--- src/design/assert_macros.svh ---
// Assertion helpers. The clock and reset are taken from the enclosing module.
`ifndef ASSERT_MACROS_SVH
`define ASSERT_MACROS_SVH

// Condition holds at every edge out of reset.
`define ASSERT_ALWAYS(lbl, cond, msg) \
    lbl: assert property (@(posedge i_clk) disable iff (!i_rst_n) (cond)) else $error(msg);

// Antecedent at one edge implies consequent at the next edge.
`define ASSERT_NEXT(lbl, ante, cons, msg) \
    lbl: assert property (@(posedge i_clk) disable iff (!i_rst_n) (ante) |=> (cons)) \
        else $error(msg);

`endif

--- src/design/sha1_pkg.sv ---
package sha1_pkg;

    localparam logic [31:0] H0_INIT = 32'h67452301;
    localparam logic [31:0] H1_INIT = 32'hEFCDAB89;
    localparam logic [31:0] H2_INIT = 32'h98BADCFE;
    localparam logic [31:0] H3_INIT = 32'h10325476;
    localparam logic [31:0] H4_INIT = 32'hC3D2E1F0;

    localparam logic [31:0] K_ROUND0 = 32'h5A827999;
    localparam logic [31:0] K_ROUND1 = 32'h6ED9EBA1;
    localparam logic [31:0] K_ROUND2 = 32'h8F1BBCDC;
    localparam logic [31:0] K_ROUND3 = 32'hCA62C1D6;

    localparam logic [7:0] PAD_BYTE    = 8'h80;
    localparam int         NUM_ROUNDS  = 80;
    localparam int         DIGEST_WORDS = 5;

    typedef struct packed {
        logic [31:0] a;
        logic [31:0] b;
        logic [31:0] c;
        logic [31:0] d;
        logic [31:0] e;
    } t_work;

endpackage

--- src/design/sha1_in_if.sv ---
interface sha1_in_if;
    logic       valid;
    logic       ready;
    logic [7:0] data_byte;
    logic       byte_valid;
    logic       end_of_message;

    modport source (output valid, data_byte, byte_valid, end_of_message, input ready);
    modport sink   (input valid, data_byte, byte_valid, end_of_message, output ready);
endinterface

--- src/design/sha1_out_if.sv ---
interface sha1_out_if;
    logic        valid;
    logic        ready;
    logic [31:0] digest_word;
    logic [2:0]  word_index;
    logic        last_word;

    modport source (output valid, digest_word, word_index, last_word, input ready);
    modport sink   (input valid, digest_word, word_index, last_word, output ready);
endinterface

--- src/design/sha1_round.sv ---
module sha1_round
    import sha1_pkg::*;
(
    input  t_work       i_work,
    input  logic [31:0] i_w,
    input  logic [6:0]  i_rnd,
    output t_work       o_work
);

    logic [31:0] f_val;
    logic [31:0] k_val;
    logic [31:0] tmp;

    always_comb begin
        if (i_rnd < 7'd20) begin
            f_val = (i_work.b & i_work.c) | (~i_work.b & i_work.d);
            k_val = K_ROUND0;
        end else if (i_rnd < 7'd40) begin
            f_val = i_work.b ^ i_work.c ^ i_work.d;
            k_val = K_ROUND1;
        end else if (i_rnd < 7'd60) begin
            f_val = (i_work.b & i_work.c) | (i_work.b & i_work.d) | (i_work.c & i_work.d);
            k_val = K_ROUND2;
        end else begin
            f_val = i_work.b ^ i_work.c ^ i_work.d;
            k_val = K_ROUND3;
        end
    end

    assign tmp = {i_work.a[26:0], i_work.a[31:27]} + f_val + i_work.e + k_val + i_w;

    assign o_work.a = tmp;
    assign o_work.b = i_work.a;
    assign o_work.c = {i_work.b[1:0], i_work.b[31:2]};
    assign o_work.d = i_work.c;
    assign o_work.e = i_work.d;

endmodule

--- src/design/sha1_hash_engine.sv ---
// Channel  Dir  Payload                                Accept
// i_in     in   data_byte, byte_valid, end_of_message  valid & ready
// o_out    out  digest_word, word_index, last_word     valid & ready
//
// Bytes: one per cycle while filling; a full 64-byte block then goes through a buffer
// prefetch, 80 rounds at one per cycle and a chaining update.
// End of message: up to 16 padding writes per padded block, one or two
// compressions, then five digest words, one per cycle while o_out.ready is high.
// The 16-word block buffer has one write port and one registered read port.
// Reset is synchronous; the block buffer is not cleared. i_in.ready is low while busy.
module sha1_hash_engine
    import sha1_pkg::*;
(
    input  logic             i_clk,
    input  logic             i_rst_n,
    sha1_in_if.sink          i_in,
    sha1_out_if.source       o_out
);

    `include "assert_macros.svh"

    typedef enum logic [5:0] {
        ST_FILL  = 6'b000001,
        ST_PAD   = 6'b000010,
        ST_LOAD  = 6'b000100,
        ST_ROUND = 6'b001000,
        ST_FOLD  = 6'b010000,
        ST_OUT   = 6'b100000
    } t_state;

    t_state      r_state, n_state;

    logic [31:0] r_mem [16];
    logic [31:0] r_rdata;
    logic [31:0] r_w [16];
    logic [31:0] r_h [DIGEST_WORDS];
    t_work       r_work;
    logic [31:0] r_part;
    logic [5:0]  r_fill;
    logic [60:0] r_count;
    logic [6:0]  r_rnd;
    logic [3:0]  r_widx;
    logic [2:0]  r_oidx;
    logic        r_first;
    logic        r_len_ok;
    logic        r_eom_pend;
    logic        r_final;

    logic        in_acc;
    logic        out_acc;
    logic [5:0]  fill_nx;
    logic [7:0]  ins_byte;
    logic [31:0] byte_word;
    logic [63:0] len_bits;
    logic        mem_we;
    logic [3:0]  mem_waddr;
    logic [31:0] mem_wdata;
    logic [3:0]  rd_addr;
    logic [31:0] w_sched;
    logic [31:0] w_t;
    t_work       round_out;

    assign i_in.ready        = (r_state == ST_FILL);
    assign in_acc            = i_in.valid && i_in.ready;
    assign o_out.valid       = (r_state == ST_OUT);
    assign o_out.digest_word = r_h[r_oidx];
    assign o_out.word_index  = r_oidx;
    assign o_out.last_word   = (r_oidx == 3'd4);
    assign out_acc           = o_out.valid && o_out.ready;

    assign fill_nx   = r_fill + {5'd0, i_in.byte_valid};
    assign ins_byte  = (r_state == ST_FILL) ? i_in.data_byte : PAD_BYTE;
    assign byte_word = r_part | ({24'd0, ins_byte} << {~r_fill[1:0], 3'b000});
    assign len_bits  = {r_count, 3'b000};

    // block buffer write port
    always_comb begin
        mem_we    = 1'b0;
        mem_waddr = r_fill[5:2];
        mem_wdata = byte_word;
        if (r_state == ST_FILL) begin
            mem_we = in_acc && i_in.byte_valid && (r_fill[1:0] == 2'b11);
        end else if (r_state == ST_PAD) begin
            mem_we    = 1'b1;
            mem_waddr = r_widx;
            if (r_first) begin
                mem_wdata = byte_word;
            end else if (r_len_ok && r_widx == 4'd14) begin
                mem_wdata = len_bits[63:32];
            end else if (r_len_ok && r_widx == 4'd15) begin
                mem_wdata = len_bits[31:0];
            end else begin
                mem_wdata = 32'd0;
            end
        end
    end

    assign rd_addr = (r_state == ST_LOAD) ? 4'd0 : r_rnd[3:0] + 4'd1;

    always_ff @(posedge i_clk) begin
        if (mem_we) begin
            r_mem[mem_waddr] <= mem_wdata;
        end
        r_rdata <= r_mem[rd_addr];
    end

    // W[t-3] ^ W[t-8] ^ W[t-14] ^ W[t-16]
    assign w_sched = r_w[13] ^ r_w[8] ^ r_w[2] ^ r_w[0];
    assign w_t     = (r_rnd < 7'd16) ? r_rdata : {w_sched[30:0], w_sched[31]};

    sha1_round u_round (
        .i_work (r_work),
        .i_w    (w_t),
        .i_rnd  (r_rnd),
        .o_work (round_out)
    );

    always_comb begin
        n_state = r_state;
        case (r_state)
            ST_FILL: begin
                if (in_acc) begin
                    if (i_in.byte_valid && r_fill == 6'd63) begin
                        n_state = ST_LOAD;
                    end else if (i_in.end_of_message) begin
                        n_state = ST_PAD;
                    end
                end
            end
            ST_PAD: begin
                if (r_widx == 4'd15) begin
                    n_state = ST_LOAD;
                end
            end
            ST_LOAD: begin
                n_state = ST_ROUND;
            end
            ST_ROUND: begin
                if (r_rnd == 7'(NUM_ROUNDS - 1)) begin
                    n_state = ST_FOLD;
                end
            end
            ST_FOLD: begin
                if (r_final) begin
                    n_state = ST_OUT;
                end else if (r_eom_pend) begin
                    n_state = ST_PAD;
                end else begin
                    n_state = ST_FILL;
                end
            end
            ST_OUT: begin
                if (out_acc && r_oidx == 3'd4) begin
                    n_state = ST_FILL;
                end
            end
            default: begin
                n_state = ST_FILL;
            end
        endcase
    end

    always_ff @(posedge i_clk) begin
        if (!i_rst_n) begin
            r_state    <= ST_FILL;
            r_part     <= '0;
            r_fill     <= '0;
            r_count    <= '0;
            r_rnd      <= '0;
            r_widx     <= '0;
            r_oidx     <= '0;
            r_first    <= 1'b0;
            r_len_ok   <= 1'b0;
            r_eom_pend <= 1'b0;
            r_final    <= 1'b0;
            r_h[0]     <= H0_INIT;
            r_h[1]     <= H1_INIT;
            r_h[2]     <= H2_INIT;
            r_h[3]     <= H3_INIT;
            r_h[4]     <= H4_INIT;
        end else begin
            r_state <= n_state;
            case (r_state)
                ST_FILL: begin
                    if (in_acc) begin
                        if (i_in.byte_valid) begin
                            r_fill  <= fill_nx;
                            r_count <= r_count + 61'd1;
                            r_part  <= (r_fill[1:0] == 2'b11) ? 32'd0 : byte_word;
                        end
                        if (i_in.end_of_message) begin
                            r_eom_pend <= 1'b1;
                            r_first    <= 1'b1;
                            r_widx     <= fill_nx[5:2];
                            r_len_ok   <= (fill_nx < 6'd56);
                        end
                    end
                end
                ST_PAD: begin
                    r_part  <= '0;
                    r_first <= 1'b0;
                    r_widx  <= r_widx + 4'd1;
                    if (r_widx == 4'd15) begin
                        r_final  <= r_len_ok;
                        r_len_ok <= 1'b1;
                    end
                end
                ST_LOAD: begin
                    r_rnd <= '0;
                end
                ST_ROUND: begin
                    r_rnd <= r_rnd + 7'd1;
                end
                ST_FOLD: begin
                    r_h[0] <= r_h[0] + r_work.a;
                    r_h[1] <= r_h[1] + r_work.b;
                    r_h[2] <= r_h[2] + r_work.c;
                    r_h[3] <= r_h[3] + r_work.d;
                    r_h[4] <= r_h[4] + r_work.e;
                end
                ST_OUT: begin
                    if (out_acc) begin
                        if (r_oidx == 3'd4) begin
                            r_oidx     <= '0;
                            r_fill     <= '0;
                            r_count    <= '0;
                            r_eom_pend <= 1'b0;
                            r_final    <= 1'b0;
                            r_h[0]     <= H0_INIT;
                            r_h[1]     <= H1_INIT;
                            r_h[2]     <= H2_INIT;
                            r_h[3]     <= H3_INIT;
                            r_h[4]     <= H4_INIT;
                        end else begin
                            r_oidx <= r_oidx + 3'd1;
                        end
                    end
                end
                default: begin
                end
            endcase
        end
    end

    // working variables and schedule window
    always_ff @(posedge i_clk) begin
        if (r_state == ST_LOAD) begin
            r_work <= '{a: r_h[0], b: r_h[1], c: r_h[2], d: r_h[3], e: r_h[4]};
        end else if (r_state == ST_ROUND) begin
            r_work <= round_out;
            for (int i = 0; i < 15; i++) begin
                r_w[i] <= r_w[i+1];
            end
            r_w[15] <= w_t;
        end
    end

    `ASSERT_ALWAYS(a_no_overlap, !(i_in.ready && o_out.valid), "input and output both open")
    `ASSERT_ALWAYS(a_rnd_range, r_rnd <= 7'(NUM_ROUNDS), "round counter out of range")
    `ASSERT_NEXT(a_last_to_fill, out_acc && o_out.last_word, r_state == ST_FILL && r_h[0] == H0_INIT, "digest end did not restart")
    `ASSERT_NEXT(a_pad_to_load, r_state == ST_PAD && r_widx == 4'd15, r_state == ST_LOAD, "full padded block not compressed")
    `ASSERT_NEXT(a_fold_out, r_state == ST_FOLD && r_final, r_state == ST_OUT && r_oidx == 3'd0, "final block did not emit")

endmodule

--- src/flat_wrapper.sv ---
// flat-port wrapper written by rule: the top's interface ports become plain ports
module sha1_hash_engine_flat import sha1_pkg::*;
  (i_clk, i_rst_n, i_in_valid, i_in_data_byte, i_in_byte_valid, i_in_end_of_message, i_in_ready, o_out_valid, o_out_digest_word, o_out_word_index, o_out_last_word, o_out_ready);
  sha1_in_if i_in_i ();
  sha1_out_if o_out_i ();
  input  logic i_clk;
  input  logic i_rst_n;
  input wire logic [$bits(i_in_i.valid)-1:0] i_in_valid;
  input wire logic [$bits(i_in_i.data_byte)-1:0] i_in_data_byte;
  input wire logic [$bits(i_in_i.byte_valid)-1:0] i_in_byte_valid;
  input wire logic [$bits(i_in_i.end_of_message)-1:0] i_in_end_of_message;
  output wire logic [$bits(i_in_i.ready)-1:0] i_in_ready;
  output wire logic [$bits(o_out_i.valid)-1:0] o_out_valid;
  output wire logic [$bits(o_out_i.digest_word)-1:0] o_out_digest_word;
  output wire logic [$bits(o_out_i.word_index)-1:0] o_out_word_index;
  output wire logic [$bits(o_out_i.last_word)-1:0] o_out_last_word;
  input wire logic [$bits(o_out_i.ready)-1:0] o_out_ready;
  assign i_in_i.valid = i_in_valid;
  assign i_in_i.data_byte = i_in_data_byte;
  assign i_in_i.byte_valid = i_in_byte_valid;
  assign i_in_i.end_of_message = i_in_end_of_message;
  assign i_in_ready = i_in_i.ready;
  assign o_out_valid = o_out_i.valid;
  assign o_out_digest_word = o_out_i.digest_word;
  assign o_out_word_index = o_out_i.word_index;
  assign o_out_last_word = o_out_i.last_word;
  assign o_out_i.ready = o_out_ready;
  sha1_hash_engine u_core (.i_clk(i_clk), .i_rst_n(i_rst_n), .i_in(i_in_i), .o_out(o_out_i));
endmodule
--- config.mk ---
export PLATFORM = sky130hd
export DESIGN_NAME = sha1_hash_engine_flat
export DESIGN_NICKNAME = d
export VERILOG_FILES = /design/src/design/sha1_pkg.sv /design/src/design/sha1_in_if.sv /design/src/design/sha1_out_if.sv /design/src/design/sha1_round.sv /design/src/design/sha1_hash_engine.sv /design/src/flat_wrapper.sv
export VERILOG_INCLUDE_DIRS = /design/src /design/src/design
export SDC_FILE = /design/constraint.sdc
export NUM_CORES = 2
export LEC_CHECK = 0
export BUFFER_PORTS_ARGS = -buffer_cell sky130_fd_sc_hd__buf_2
export CAP_MARGIN = 30
export CELL_PAD_IN_SITES_DETAIL_PLACEMENT = 0
export CELL_PAD_IN_SITES_GLOBAL_PLACEMENT = 1
export CORE_MARGIN = 2
export CORE_UTILIZATION = 53
export CTS_CLUSTER_DIAMETER = 150
export DETAILED_ROUTE_END_ITERATION = 8
export PLACE_DENSITY = 0.79
export REMOVE_ABC_BUFFERS = 1
export SLEW_MARGIN = 20
export SYNTH_ARGS = -nofsm -noshare
export SYNTH_HDL_FRONTEND = slang
export SYNTH_SLANG_ARGS = --single-unit
export TNS_END_PERCENT = 10
--- constraint.sdc ---
create_clock -name i_clk -period 25.9 [get_ports i_clk]
set_clock_uncertainty 0.05 [all_clocks]
set_input_delay 5.18 -clock i_clk [delete_from_list [all_inputs] [get_ports i_clk]]
set_output_delay 5.18 -clock i_clk [all_outputs]
set_load 0.02 [all_outputs]
Yosys cells after proc, flatten, opt, wreduce, memory -nomap -nowiden
Memory sizes are Yosys's and may differ from the RTL's. A register that Yosys moved wholly into a read port is not among the register bits.
Cells that the tools add are included.
{"block": "totals", "ff_bits": 283, "ramBits": 1184, "elab_cells": 192, "memories": 3}
{"memory": "u_core.r_mem", "words": 16, "word_bits": 32, "rd": 1, "rd_ports_with_merged_regs": 1, "wr": 1, "line": "sha1_hash_engine.sv:33", "source": "logic [31:0] r_mem [16];"}
{"memory": "u_core.r_w", "words": 16, "word_bits": 32, "rd": 16, "rd_ports_with_merged_regs": 0, "wr": 16, "line": "sha1_hash_engine.sv:35", "source": "logic [31:0] r_w [16];"}
{"memory": "u_core.r_h", "words": 5, "word_bits": 32, "rd": 6, "rd_ports_with_merged_regs": 1, "wr": 5, "line": "sha1_hash_engine.sv:36", "source": "logic [31:0] r_h [DIGEST_WORDS];"}
{"block": "op_classes", "add_sub_neg": 15, "magnitude_cmp": 5, "eq_ne": 21, "shift": 1, "n_mux": 86, "n_bitwise": 25, "n_reduce_logical": 20}
{"op": "$mux W32", "n": 24}
{"op": "$mux W160", "n": 2}
{"op": "$add A32 B32 Y32", "n": 9}
{"op": "$mux W61", "n": 4}
{"op": "$xor A32 B32 Y32", "n": 5}
{"op": "$and A32 B32 Y32", "n": 4}
{"op": "$or A32 B32 Y32", "n": 4}
{"op": "$pmux W61 S2", "n": 1}
{"op": "$mux W6", "n": 11}
{"op": "$pmux W32 S2", "n": 1}
{"op": "$add A61 B1 Y61 const B", "n": 1}
{"op": "$pmux W6 S6", "n": 1}
{"op": "$not A32 Y32", "n": 1}
{"op": "$shl A8 B5 Y32", "n": 1}
{"op": "$mux W31", "n": 1}
{"op": "$mux W1", "n": 24}
{"op": "$mux W4", "n": 5}
{"op": "$reduce_and A5 Y1", "n": 3}
{"op": "$lt A7 B5 Y1 const B", "n": 2}
{"op": "$lt A7 B6 Y1 const B", "n": 2}
{"op": "$ne A2 B2 Y1 const B", "n": 7}
{"op": "$pmux W7 S2", "n": 1}
{"op": "$eq A6 B6 Y1 const B", "n": 2}
{"op": "$pmux W6 S2", "n": 1}
{"op": "28 further kinds", "n": 56}

Depth between registers and ports, before layout
{"block": "depth", "ltp_word": 12, "mapped_depth": 27, "mapped_depth_nobuf": 25}

Cells and area by module
From an unflattened synthesis, not the netlist that was laid out.
{"block": "hier_totals", "hier_cells": 5660, "hier_area_um2": 70659.0}
{"module": "sha1_hash_engine", "n_inst": 1, "cells_each": 4880, "area_per_inst_um2": 64107.7, "seq_area_each_um2": 43521.7}
{"module": "sha1_round", "n_inst": 1, "cells_each": 780, "area_per_inst_um2": 6551.3, "seq_area_each_um2": 0.0}

Worst setup path after synthesis
OpenSTA, ideal clock, no wires.
{"block": "synth_path", "path_type": "flip-flop to flip-flop", "start": "register u_core.r_state[0]", "end": "register u_core.r_work[0] in the netlist's numbering, enable pin", "arrival_time_ns": 17.802, "t_required_ns": 25.045, "slack_ns": 7.243, "path_stages_with_launch": 7, "synth_period_minus_slack_ns": 18.657, "path_cell_list": "dfxtp_1 > clkbuf_1 > nor4_1 > nand3b_1 > clkinv_1 > nor2_1 > inv_1"}
{"block": "synth_via", "elab_chain_len": 2, "word_cells_on_any_way": 3, "classes_between": "eq/ne: 2; reduce/logical: 1"}
{"element": "start: declaration", "line": "sha1_hash_engine.sv:31", "source": "t_state r_state, n_state;"}
{"element": "start signal: assignment", "line": "sha1_hash_engine.sv:182", "source": "r_state <= n_state;"}
{"element": "$eq A6 B4 Y1 / $eq A6 B3 Y1 (equally long branches)", "line": "sha1_hash_engine.sv:249, sha1_hash_engine.sv:247"}
{"element": "$reduce_bool A2 Y1 (no source line) *"}
{"element": "end signal: assignment", "line": "sha1_hash_engine.sv:248", "source": "r_work <= '{a: r_h[0], b: r_h[1], c: r_h[2], d: r_h[3], e: r_h[4]};"}
{"element": "end signal: assignment", "line": "sha1_hash_engine.sv:250", "source": "r_work <= round_out;"}
{"element": "end: declaration", "line": "sha1_hash_engine.sv:37", "source": "t_work r_work;"}
Every way passes the cells marked *; elsewhere a longest branch is shown, timed or not.
A chain may end at the register's enable or synchronous reset.

==> metrics.md <==
| Metric | Value |
|---|---|
| Hold Buf Count CTS | 0 |
| Clock-pin slew on the worst setup and hold paths | 0.06 ns |
| Count of unique library cells instantiated by Yosys | 80 |
| Total congestion overflow | 0 |
| Residual antenna-violating net count after detailed routing | 0 |
| Internal | around 4000 µW |
| Combined global-route utilization of all metal layers | 0.253 |
| P_leak | about 0.027 µW |
| TritonRoute pass-1 iters | 8 |
| Number of violations of the max-capacitance limit | 0 |
| Critical register-to-register path endpoint | u_core.r_work[159]$_DFFE_PP_ |
| First-pass GRT wire length | about 250000 µm |
| Count of yosys warnings during synthesis | 0 |
| Register area share after synthesis | 0.630 |
| Number of enable-type register cells in the synthesized netlist | ~1300 |
| Number of antenna violations at the first check in global routing | 1 |
| Post-CTS Setup Inserts | 0 |
| Clock latency on the worst-skew pair | about 0.8 ns |
| Register-to-Register Setup Slack | 18.76 ns |
| Placement-stage cell area | a little over 70000 µm² |
| TritonCTS Buffers | 159 |
| Number of DRC markers in iteration 0 | 4198 |
| Combinational cell fraction of total power | 0.051 |
| Half-perimeter wire length after placement | 107000 µm |
| Wirelength per Cell | 23.2 µm |
| Worst reg2reg path startpoint | u_core.r_rnd[2]$_SDFFE_PN0P_ |
| Post-detailed-route via-to-cell ratio | 5.87 |
| Maximum resistive drop on vdd | 0.0780 mV |
| Most common library cell in the layout ignoring fill and taps | sky130_fd_sc_hd__edfxtp_1 |
| DIE AREA | 133000 µm² |
| Final min period | 8.19 ns |
| Register share of total power | 0.520 |
| Starting utilization of the core area | 0.533 |
| Crit path DAT | 2.96 ns |
| Antenna diode instance count | 0 |
| Portion of total power attributed to the clock network | 0.429 |
| Total of buffers placed on input and output ports | 51 |
| Core footprint | around 130000 µm² |
| Area overhead of the layout relative to synthesis | 11.6% |
| Power Dens Cells | 67.2 nW/µm² |
| Worst slew margin relative to its limit | 0.247 |
| Category of the critical setup timing path | reg -> out |
| Final count of hold timing violations | 0 |
| Number of placement rows | 132 |
| Actual transition at the worst max-transition pin | 1.13 ns |
| Number of sinks handled by clock tree synthesis | roughly 1500 |
| Worst-case clock buffer depth | 3 |
| Worst setup EP type | output pin |
| Cell at the root of the clock tree | sky130_fd_sc_hd__clkbuf_16 |
| Endpoint of the most critical setup path | o_out_digest_word[12] |
| Total Neg Setup Slack | 0 ns |
| Number of fill cells in the layout | 10197 |
| Pins over their slew limit | 0 |
| Final wirelength | approximately 170000 µm |
| I/O Pins | 52 |
| Proportion of synthesized flip-flops having asynchronous set or reset | 0 |
| Number of failing setup endpoints in the final timing report | 0 |
| Cell count of the worst reg-to-reg path | 26 |
| Dominant synthesized flop cell | sky130_fd_sc_hd__edfxtp_1 |
| Total Nets Final | 5758 |
| Kind of path behind the tightest hold check | reg -> reg |
| Clock tree from TritonCTS | built |
| Outcome | finished clean |
| Critical path launch point type | flip-flop |
| CTS H-tree depth | 4 |
| Avg Cell Area, Syn | 13.1 µm² |
| Largest fanout of any net on the critical path | 32 |
| Setup repair after global routing missed its margin | no |
| Commonest cells after routing, fill and taps aside | sky130_fd_sc_hd__edfxtp_1 (1344), sky130_fd_sc_hd__nand2_1 (696), sky130_fd_sc_hd__nor2_1 (285) |
| Fin area | 77100 µm² |
| Number of storage elements in the synthesis netlist | 1502 |
| Fmax | between 100 and 150 MHz |
| Via count of the first global-routing pass | slightly above 40000 |
| Fraction of power spent switching nets | 0.226 |
| Maximum number of pins on one net before global-route repair | a little under 200 |
| Gate count of the mapped netlist | between 5000 and 6000 |
| DIE HEIGHT | between 300 and 400 µm |
| Power spent charging and discharging nets | 1170 µW |
| Post-route DRC violation count | 0 |
| Tcrit/Tclk final | 0.316 |
| Width of the chip | 365 µm |
| Layout cells sized above 1 | 0.101 |
| Combined area of all synthesized cells | 69100 µm² |
| Endpoint required time on the critical path | a little over 20 ns |
| Cells resized by post-CTS repair | 0 |
| Routability Congestion | 0.866 |
| Worst hold slack | 0.347 ns |
| Total via count after detailed routing | 42682 |
## cell families after synthesis
family | after synthesis | synth area share
DFF | 1502 | 0.630
and+or+nand+nor | 1445 | 0.0929
AOI/OAI and AO/OA | 1009 | 0.0944
buffers and inverters | 458 | 0.0250
adders and majority gates | 353 | 0.0775
xor gates and xnor gates | 316 | 0.0401
muxes | 192 | 0.0401
## Yosys cell counts (19+ instances only)
cell type	number	area share
sky130_fd_sc_hd__a211oi_1	68	0.0074
sky130_fd_sc_hd__a21o_1	79	0.0086
sky130_fd_sc_hd__a21oi_1	202	0.015
sky130_fd_sc_hd__a22oi_1	50	0.0054
sky130_fd_sc_hd__a311oi_1	37	0.0047
sky130_fd_sc_hd__a31oi_1	53	0.0048
sky130_fd_sc_hd__and2_1	65	0.0059
sky130_fd_sc_hd__and3_1	56	0.0051
sky130_fd_sc_hd__buf_1	19	0.0010
sky130_fd_sc_hd__clkbuf_1	182	0.0099
sky130_fd_sc_hd__dfxtp_1	158	0.046
sky130_fd_sc_hd__edfxtp_1	1344	0.58
sky130_fd_sc_hd__fa_1	125	0.036
sky130_fd_sc_hd__ha_1	228	0.041
sky130_fd_sc_hd__inv_1	249	0.014
sky130_fd_sc_hd__mux2_2	33	0.0054
sky130_fd_sc_hd__mux2i_1	94	0.014
sky130_fd_sc_hd__mux4_2	64	0.021
sky130_fd_sc_hd__nand2_1	698	0.038
sky130_fd_sc_hd__nand2b_1	37	0.0034
sky130_fd_sc_hd__nand3_1	119	0.0086
sky130_fd_sc_hd__nand4_1	19	0.0017
sky130_fd_sc_hd__nor2_1	306	0.017
sky130_fd_sc_hd__nor2b_1	46	0.0042
sky130_fd_sc_hd__nor3_1	36	0.0026
sky130_fd_sc_hd__o21a_1	36	0.0039
sky130_fd_sc_hd__o21ai_0	249	0.018
sky130_fd_sc_hd__o21bai_1	24	0.0026
sky130_fd_sc_hd__o221ai_1	19	0.0024
sky130_fd_sc_hd__o22ai_1	66	0.0060
sky130_fd_sc_hd__or3_1	23	0.0021
sky130_fd_sc_hd__xnor2_1	193	0.024
sky130_fd_sc_hd__xor2_1	123	0.016
## per-stage QoR
stage / util / cells / total power (µW) / worst slack (ns)
6_report: 0.595 / 7266 / 5180 / 17.71
2_1_floorplan: - / 5068 / 2900 / 4.74
5_1_grt: 0.595 / 7266 / 5330 / 17.53
4_1_cts: 0.594 / 7260 / 5210 / 17.64
3_3_place_gp: 0.554 / 6959 / 2990 / 17.49
3_5_place_dp: 0.555 / 6966 / 3000 / 17.49
## registers in the layout (all words and copies together) (netlist names), 4 cells and up, named ones only
register	count
u_core.r_mem	512
u_core.r_fill	6
u_core.r_part	32
u_core.r_rnd	7
u_core.r_widx	4
u_core.r_work	160
u_core.r_h	160
u_core.r_state	6
u_core.r_rdata	32
u_core.r_count	61
u_core.r_w	512
## worst max-delay path, cell delays in order, from the launching register on
cell	delay, ns
sky130_fd_sc_hd__dfxtp_2	0.31
sky130_fd_sc_hd__buf_4	0.66
sky130_fd_sc_hd__mux4_2	0.62
sky130_fd_sc_hd__mux2_2	0.35
sky130_fd_sc_hd__buf_2	0.18
## worst min path at each step
stage	startpoint	to	slack, ns	cells after the start
detailed placement	u_core.r_w[0][134]$_DFFE_PP_	u_core.r_w[0][102]$_DFFE_PP_	0.35	0
CTS	u_core.r_w[1][223]$_DFFE_PP_	u_core.r_w[1][191]$_DFFE_PP_	0.35	0
finish	u_core.r_w[1][223]$_DFFE_PP_	u_core.r_w[1][191]$_DFFE_PP_	0.35	0
global placement	u_core.r_w[1][145]$_DFFE_PP_	u_core.r_w[1][113]$_DFFE_PP_	0.35	0
global route	u_core.r_w[1][223]$_DFFE_PP_	u_core.r_w[1][191]$_DFFE_PP_	0.34	0
floorplan	u_core.r_w[0][32]$_DFFE_PP_	u_core.r_w[0][0]$_DFFE_PP_	0.35	0
## area by class of cell
type	instances	area [µm²]	share of cell area
tap	1742	2180	0.0283
timing repair buffer	162	1200	0.0155
clock buffer	207	4330	0.0562
clock inverter	87	776	0.0101
sequential	1502	43500	0.565
inverter	251	955	0.0124
multi-input combinational	3315	24100	0.313
## per-layer routing
layer / track usage / up-vias / wire [µm]
li1: - / 19643 / -
met1: 0.374 / 21158 / 75300
met2: 0.378 / 1634 / 74600
met3: 0.0558 / 247 / 14100
met4: 0.0732 / 0 / 4350
met5: 0 / - / 0
## power groups by stage
stage | Clock, µW | Combinational [µW] | Sequential (µW)
floorplan | 0 | 157 | 2740
global placement | 0 | 251 | 2740
detailed placement | 0 | 260 | 2740
CTS | 2260 | 262 | 2690
global route | 2350 | 289 | 2690
finish | 2220 | 265 | 2690
No activity file was read; power rests on OpenSTA's default activity.
